`config.mk`:
```
export PLATFORM = sky130hd
export DESIGN_NAME = bvhs_rank_sel
export DESIGN_NICKNAME = d
export VERILOG_FILES = /design/src/hdl/bvhs_pkg.sv /design/src/hdl/bvhs_rank_sel.sv
export SDC_FILE = /design/constraint.sdc
export NUM_CORES = 1
export LEC_CHECK = 0
export BUFFER_PORTS_ARGS = -buffer_cell sky130_fd_sc_hd__buf_2
export CAP_MARGIN = 30
export CORE_MARGIN = 2
export CORE_UTILIZATION = 25
export CTS_CLUSTER_DIAMETER = 100
export DETAILED_ROUTE_END_ITERATION = 10
export MAX_ROUTING_LAYER = met4
export PLACE_DENSITY = 0.46
export SLEW_MARGIN = 25
export SYNTH_ARGS = -nofsm -noshare
export SYNTH_HDL_FRONTEND = slang
export SYNTH_SLANG_ARGS = --single-unit
```
`constraint.sdc`:
```
create_clock -name clk -period 7.45 [get_ports clk]
set_input_delay 1.49 -clock clk [delete_from_list [all_inputs] [get_ports clk]]
set_output_delay 1.49 -clock clk [all_outputs]
set_load 0.02 [all_outputs]
```
`src/hdl/bvhs_pkg.sv`:
```
// Shared types and constants of the byte value histogram with rank select.
`timescale 1ns / 1ps

package bvhs_pkg;

    localparam int NUM_VALUES    = 256;
    localparam int VALUE_W       = $clog2(NUM_VALUES);
    localparam int DIST_W        = $clog2(NUM_VALUES + 1);
    localparam int SEEN_COUNT_W  = 32;
    localparam int COUNT_W_DEF   = 32;
    localparam int CHUNK_W       = 16;
    localparam int NUM_CHUNKS    = NUM_VALUES / CHUNK_W;
    localparam int CHUNK_IDX_W   = $clog2(NUM_CHUNKS);
    localparam int BIT_IDX_W     = $clog2(CHUNK_W);
    localparam int POP_W         = $clog2(CHUNK_W + 1);

    typedef enum logic [1:0] {
        REQ_ADD    = 2'd0,
        REQ_QUERY  = 2'd1,
        REQ_SELECT = 2'd2,
        REQ_CLEAR  = 2'd3
    } req_kind_t;

    typedef struct packed {
        req_kind_t            req_type;
        logic [VALUE_W-1:0]   byte_value;
        logic [VALUE_W-1:0]   rank_index;
    } req_t;

    typedef struct packed {
        logic                    is_new;
        logic [SEEN_COUNT_W-1:0] seen_count;
        logic [DIST_W-1:0]       distinct_count;
        logic [VALUE_W-1:0]      selected_value;
        logic                    found;
    } rsp_t;

    typedef struct packed {
        logic               start;
        logic [VALUE_W-1:0] rank;
    } sel_ctrl_t;

    typedef struct packed {
        logic               done;
        logic [VALUE_W-1:0] value;
    } sel_stat_t;

endpackage

```
`src/hdl/bvhs_rank_sel.sv`:
```
// Rank select unit that walks the occupancy map one chunk, then one bit, per cycle.
`timescale 1ns / 1ps

module bvhs_rank_sel (
    input  logic                              clk,
    input  logic                              rst_n,
    input  logic [bvhs_pkg::NUM_VALUES-1:0]   occ_map,
    input  bvhs_pkg::sel_ctrl_t               ctrl,
    output bvhs_pkg::sel_stat_t               stat
);

    localparam int CIDX_W = bvhs_pkg::CHUNK_IDX_W;
    localparam int BIDX_W = bvhs_pkg::BIT_IDX_W;
    localparam int DW     = bvhs_pkg::DIST_W;
    localparam int VW     = bvhs_pkg::VALUE_W;
    localparam int PW     = bvhs_pkg::POP_W;
    localparam int CW     = bvhs_pkg::CHUNK_W;

    typedef enum logic [1:0] {
        R_IDLE,
        R_CHUNK,
        R_BIT
    } rstate_t;

    rstate_t             state_reg, state_next;
    logic [CIDX_W-1:0]   chunk_reg, chunk_next;
    logic [BIDX_W-1:0]   bit_reg, bit_next;
    logic [BIDX_W-1:0]   remain_reg, remain_next;
    logic [DW-1:0]       passed_reg, passed_next;
    logic [VW-1:0]       rank_reg, rank_next;
    logic                done_reg, done_next;
    logic [VW-1:0]       value_reg, value_next;

    logic [CW-1:0]       chunk_bits;
    logic [PW-1:0]       pop;
    logic [DW-1:0]       sum;
    logic [DW-1:0]       diff;
    logic [VW-1:0]       bit_idx;

    assign chunk_bits = occ_map[chunk_reg * CW +: CW];
    assign bit_idx    = {chunk_reg, bit_reg};

    always_comb
    begin
        pop = '0;
        for (int i = 0; i < CW; i++)
        begin
            pop = pop + PW'(chunk_bits[i]);
        end
    end

    assign sum  = passed_reg + DW'(pop);
    assign diff = DW'(rank_reg) - passed_reg;

    always_comb
    begin
        state_next  = state_reg;
        chunk_next  = chunk_reg;
        bit_next    = bit_reg;
        remain_next = remain_reg;
        passed_next = passed_reg;
        rank_next   = rank_reg;
        done_next   = 1'b0;
        value_next  = value_reg;
        case (state_reg)
            R_IDLE:
            begin
                if (ctrl.start)
                begin
                    rank_next   = ctrl.rank;
                    chunk_next  = '0;
                    passed_next = '0;
                    state_next  = R_CHUNK;
                end
            end
            R_CHUNK:
            begin
                if (DW'(rank_reg) < sum)
                begin
                    remain_next = diff[BIDX_W-1:0];
                    bit_next    = '0;
                    state_next  = R_BIT;
                end
                else
                begin
                    passed_next = sum;
                    chunk_next  = chunk_reg + 1'b1;
                end
            end
            R_BIT:
            begin
                if (occ_map[bit_idx])
                begin
                    if (remain_reg == '0)
                    begin
                        done_next  = 1'b1;
                        value_next = bit_idx;
                        state_next = R_IDLE;
                    end
                    else
                    begin
                        remain_next = remain_reg - 1'b1;
                    end
                end
                bit_next = bit_reg + 1'b1;
            end
            default:
            begin
                state_next = R_IDLE;
            end
        endcase
    end

    always_ff @(posedge clk or negedge rst_n)
    begin
        if (!rst_n)
        begin
            state_reg <= R_IDLE;
            done_reg  <= 1'b0;
        end
        else
        begin
            state_reg <= state_next;
            done_reg  <= done_next;
        end
    end

    always_ff @(posedge clk)
    begin
        chunk_reg  <= chunk_next;
        bit_reg    <= bit_next;
        remain_reg <= remain_next;
        passed_reg <= passed_next;
        rank_reg   <= rank_next;
        value_reg  <= value_next;
    end

    assign stat.done  = done_reg;
    assign stat.value = value_reg;

endmodule

```
Yosys cells after proc, flatten, opt, wreduce, memory -nomap -nowiden. Index checks and enable logic that the tools add are counted. Widths: inputs -> output; s select.

Add/subtract/negate cells: 20. $lt $le $gt $ge: 2. Equal/unequal tests: 8. Shifts and indexed selects: 1. Muxes and demuxes: 22. Reduce and logical (&&, ||, !) cells: 10.

Operator list (number): $shiftx 256x9->16 (1); $add 5x1->5 (11); $mux 4 (6); $pmux 4 s2 (3); $mux 9 (2); $pmux 9 s2 (1); $ne 2x2->1 const B (6); $add 9x5->9 (1); $lt 8x9->1 (1); $lt 8x9->1 const B (1); $add 4x1->4 const B (2); $bmux 1 s8 (1); $mux 2 (4); $reduce_and 4->1 (2); $pmux 2 s3 (1); $reduce_and 3->1 (2); $add 4x1->5 (1); $add 3x1->4 (1); $logic_not 4->1 (1); $mux 1 (4); $reduce_and 2->1 (2); $reduce_bool 2->1 (2); $sub 4x1->4 const B (1); $sub 4x4->4 (1); 5 further kinds (5).

Bits in registers: 40. Input port bits: 267. Output and inout port bits: 9.

Depth between registers and ports, before layout.
Depth after elaboration: 20. Depth in mapped cells: 25. Depth with buffers taken out: 22.

Least setup slack after synthesis. Ideal clock, no wire load.

Path kind: reg-to-reg. Start: reg chunk_reg[0]. End: reg chunk_reg[0], enable pin. Library setup time: 325 ps. Data arrival time: 7299 ps. Required time: 7125 ps. Path slack: -174 ps. Stages on the path, launching flop included: 23. Buffers on the path: 3. Cells stage by stage: edfxtp_1 -> clkbuf_1 -> clkbuf_1 -> buf_1 -> mux4_2 -> mux4_2 -> fa_1 -> fa_1 -> fa_1 -> inv_1 -> fa_1 -> fa_1 -> fa_1 -> nor2b_1 -> o21ai_0 -> a21boi_1 -> o21ai_0 -> xor2_1 -> ha_1 -> o21a_1 -> nor2_1 -> a2111oi_1 -> or2_2.

Word-level cells in the longest chain between the ends: 20.

Ends and longest elaborated chain: from (decl) (RTL line bvhs_rank_sel.sv:26) `logic [CIDX_W-1:0] chunk_reg, chunk_next;`; from (signal assigned) (RTL line bvhs_rank_sel.sv:130) `chunk_reg <= chunk_next;`; $shiftx 256x9->16 (*) (RTL line bvhs_rank_sel.sv:40) `assign chunk_bits = occ_map[chunk_reg * CW +: CW];`; $add 1x1->2 (RTL line bvhs_rank_sel.sv:48) `pop = pop + PW'(chunk_bits[i]);`; $add 2x1->3 (RTL line bvhs_rank_sel.sv:48); $add 3x1->4 (RTL line bvhs_rank_sel.sv:48); $add 4x1->5 (RTL line bvhs_rank_sel.sv:48); $add 5x1->5 (10 in a row) (RTL line bvhs_rank_sel.sv:48); $add 5x1->5 (*) (RTL line bvhs_rank_sel.sv:48); $add 9x5->9 (*) (RTL line bvhs_rank_sel.sv:52) `assign sum = passed_reg + DW'(pop);`; $lt 8x9->1 (*) (RTL line bvhs_rank_sel.sv:78) `if (DW'(rank_reg) < sum)`; $ne 2x2->1 (no source line) (*); $reduce_and 3->1 (no source line) (*).

Every way passes the cells marked *; elsewhere a longest branch is shown, timed or not. A chain may end at the register's enable or synchronous reset.

Worst setup path after layout.
Start: in occ_map[190] (netlist name). End: reg remain_reg[2], enable pin.

Word-level cells in the longest chain between the ends: 7. Elaborated cells on any way between the ends: 10. Those cells by class: add/sub: 3; order compare: 1; eq/ne: 2; shift: 1; mux: 2; reduce/logical: 1.

Ends and longest elaborated chain: from (decl) (RTL line bvhs_rank_sel.sv:7) `input logic [bvhs_pkg::NUM_VALUES-1:0] occ_map,`; $shiftx 256x9->16 (RTL line bvhs_rank_sel.sv:40); $add 5x1->5 (2 in a row) (RTL line bvhs_rank_sel.sv:48); $add 9x5->9 (RTL line bvhs_rank_sel.sv:52); $lt 8x9->1 (RTL line bvhs_rank_sel.sv:78); $ne 2x2->1 (no source line); $reduce_and 4->1 (no source line) (*); to (signal assigned) (RTL line bvhs_rank_sel.sv:132) `remain_reg <= remain_next;`; to (decl) (RTL line bvhs_rank_sel.sv:28) `logic [BIDX_W-1:0] remain_reg, remain_next;`.

Every way passes the cells marked *; elsewhere a longest branch is shown, timed or not. The select of a mux whose other input is x is not followed.

==> summary.md <==
| Metric | Value |
|---|---|
| Status | completed |
| Rows | 59 |
| Area Growth Syn to Fin | 36.44% |
| Mapped cell area | between 0.006 and 0.007 sq mm |
| TritonCTS clock tree | done |
| Chip width | 165.4 microns |
| Cell count after placement | 1128 |
| Core area | 0.02584 sq mm |
| Hold Slack | 0.4528 ns |
| Max clock buf depth | 2 |
| PortBufs | 275 |
| Layout cells sized above 1 | between 60% and 70% |
| GPL Wtd Cong | about 0.86 |
| Worst Path Max Fanout | 4 |
| Worst-path clk slew | 0.06 ns |
| Fin Clk Skew | 0.004488 ns |
| #FFs+latches synth | 40 |
| Fill count | 2673 |
| Vias per std cell | roughly 5.2 |
| Setup Viol. Count Final | 0 |
| Largest delay share family, worst path | adder cells |
| Vias | 5986 |
| Global-route wire length before repair | 40300 microns |
| Buf/Inv on CP | 4 |
| Total global routing track utilization | 21.06% |
| Die area | approximately 0.027 sq mm |
| Clk root buf | clkbuf_16 |
| Number of hold buffers added after cts | 0 |
| Area after DPL | 0.008686 sq mm |
| CP cell instances | buf_2 > mux4_2 > mux4_2 > fa_1 > fa_1 > fa_1 > inv_1 > fa_1 > fa_2 > fa_2 > nor2b_1 > o21ai_1 > a21boi_1 > o21ai_1 > xor2_1 > ha_1 > o21a_1 > nor2_1 > a2111oi_2 > buf_4 > o32ai_1 > buf_4 |
| Clock tree sinks | 40 |
| P_leak | between 3 and 4 nW |
| Most frequent CP cell | fa_1 |
| Max Clk Rate | ~140 MHz |
| RR Startpoint | chunk_reg[0]$_SDFFCE_PN0P_ |
| Synth warn | 0 |
| H-tree Lvls | 2 |
| Crit path DAT | 7.24 ns |
| Critical path's slowest cell | fa_1 |
| DRT iter0 DRCs | roughly 310 |
| Seq/Total Area, Yosys | between 15 and 20% |
| CP peak stage delay | 0.56 ns |
| Class of the worst hold path | flop to flop |
| Number of max-cap violations | 0 |
| Pre-Repair DR Iteration Count | 5 |
| Final period util | roughly 97% |
| Crit path launch type | primary input |
| Vias in the first global route | 6497 |
| Fin crit period | 7.191 ns |
| Initial core utilization | 25.20% |
| Worst EP required | 7.50 ns |
| Top FF cell, synth | edfxtp_1 |
| CTS Buf Count | 5 |
| Final Hold Vio Count | 0 |
| Detailed placer's ending HPWL | 23880 microns |
| Critical path capture point type | flop |
| Final ANT Viol Nets | 0 |
| PwrDens | 320.0 mW/mm^2 |
| Wire per inst | roughly 24 microns |
| Design area | roughly 0.0089 sq mm |
| IO Count | 276 |
| Worst-Skew Late Latency | 0.28 ns |
| Unique masters post-synth | 58 |
| GRT overflow | 0 |
| Core Util, Final | 34.38% |
| Synth async-reset ratio | around 7.5% |
| Die Ht | about 170 microns |
| Multi-input combinational cell area | 0.004960 sq mm |
| Largest register FFs | 9 |
| Pin count of the biggest net entering global routing | 75 |
| Drt drc | 0 |
| Syn Nets | 791 |
| Slew of the pin with the lowest slew margin | 0.8833 ns |
| Peak supply drop | 262.9 uV |
| Setup Crit Path Kind | primary input to flop |
| Final cell count without fillers | 1142 |
| DRT Wirelength | 27860 microns |
| Min-delay src | bit_reg[0]$_SDFFCE_PN0P_ |
| Initial antenna violation count | 3 |
| Power Total | 0.002842 W |
| Post-synth EDFFs | 37 |
| RSZ-0062 raised after global routing | false |
| Slew margin rel. | approximately two fifths |
| Gate Count Post-Synth | 490 |
| Crit path from | occ_map[190] |
| FF+latch area | 0.001186 sq mm |
| Final Max Slew Viols | 0 |
| Syn avg cell area | 13.29 sq um |
| Nets@finish | 1102 |
-- logic make-up (layout without fill, tap and decap cells) --
| group | after synthesis | count (layout) | share of synthesized area, % |
|---|---|---|---|
| AOI/OAI and AO/OA | 60 | 60 | 6.728 |
| xor gates and xnor gates | 16 | 16 | 2.153 |
| adders and majority gates | 34 | 34 | 8.034 |
| buffers and inverters | 80 | 392 | 5.746 |
| DFF | 40 | 40 | 18.22 |
| muxes | 173 | 173 | 52.53 |
| other | 0 | 5 | 0 |
| and+or+nand+nor | 87 | 87 | 6.592 |
-- cells in the mapped netlist, drive strengths merged, types with 3 or more instances --
library cell	n	area share (%)
a21oi	10	0.77
a22oi	12	1.4
a31oi	3	0.29
and2	4	0.38
and3	3	0.29
buf	31	2.9
clkbuf	15	0.86
dfrtp	3	1.2
edfxtp	37	17
fa	13	4.0
ha	21	4.0
inv	34	2.0
mux2	4	0.69
mux2i	36	5.5
mux4	133	46
nand2	18	1.0
nand2b	5	0.48
nand3	9	0.69
nor2	24	1.4
nor2b	11	1.1
nor3	4	0.31
o21a	5	0.58
o21ai	7	0.54
or3	3	0.29
xnor2	9	1.2
xor2	7	0.94
-- cell usage in the layout, fill, tap and decap left out, types with 11 or more instances in the layout --
cell type | synthesis | routed
buf_4 | 7 | 69
fa_1 | 13 | 11
nor2_1 | 24 | 24
edfxtp_1 | 37 | 37
nor2b_1 | 11 | 11
buf_2 | 11 | 275
mux4_2 | 128 | 128
ha_1 | 21 | 21
inv_1 | 33 | 33
mux2i_1 | 36 | 36
a22oi_1 | 12 | 12
nand2_1 | 18 | 18
-- routing by layer --
metal | vias to the layer above | GRT usage [%] | part of all wire, %
met5 | - | - | 0
li1 | 2664 | - | -
met3 | 34 | 3.047 | 6.3
met4 | 0 | 5.917 | 3.0
met1 | 3007 | 25.74 | 40
met2 | 281 | 36.46 | 51
-- final timing paths --
path	endpoint	slack, ns	depth (start not counted)
worst max-delay path	remain_reg[2]$_DFFE_PP_	0.26	22
worst min-delay path	value_reg[0]$_DFFE_PP_	0.45	0
worst max register to register	remain_reg[2]$_DFFE_PP_	0.70	22
worst min register to register	value_reg[0]$_DFFE_PP_	0.45	0
max in group asynchronous	state_reg[0]$_DFFE_PN0P_	6.35	1
min in group asynchronous	done_reg$_DFF_PN0_	0.99	1
-- metrics by stage --
step | setup TNS, ns | worst slack [ns]
CTS | 0 | 0.003795
global placement | -4.554 | -0.2325
detailed placement | -5.615 | -0.2889
global route | 0 | 0.004585
floorplan | 0 | 0.05296
finish | 0 | 0.2588
-- repair_timing --
action | CTS | global route
gates resized for setup | 0 | 5
endpoints found under the setup margin | 0 | 22
setup buffers | 0 | 1
-- layout make-up --
cell class,instances,share of cell area [%]
Clock buffer,5,1.409
Clock inverter,3,0.5212
Multi-Input combinational cell,370,55.84
Antenna cell,5,0.1409
Sequential cell,40,13.35
Tap cell,335,4.719
Timing Repair Buffer,350,22.58
Inverter,34,1.437
-- report_power, final --
group          total, W  internal (W)  switching, W  leakage, nW
clock network  0.000252      0.000159     0.0000926       0.0805
registers      0.000351      0.000319     0.0000322        0.385
logic           0.00224       0.00112       0.00111         3.29
total           0.00284       0.00160       0.00124         3.75
(Power assumes the default switching activity.)
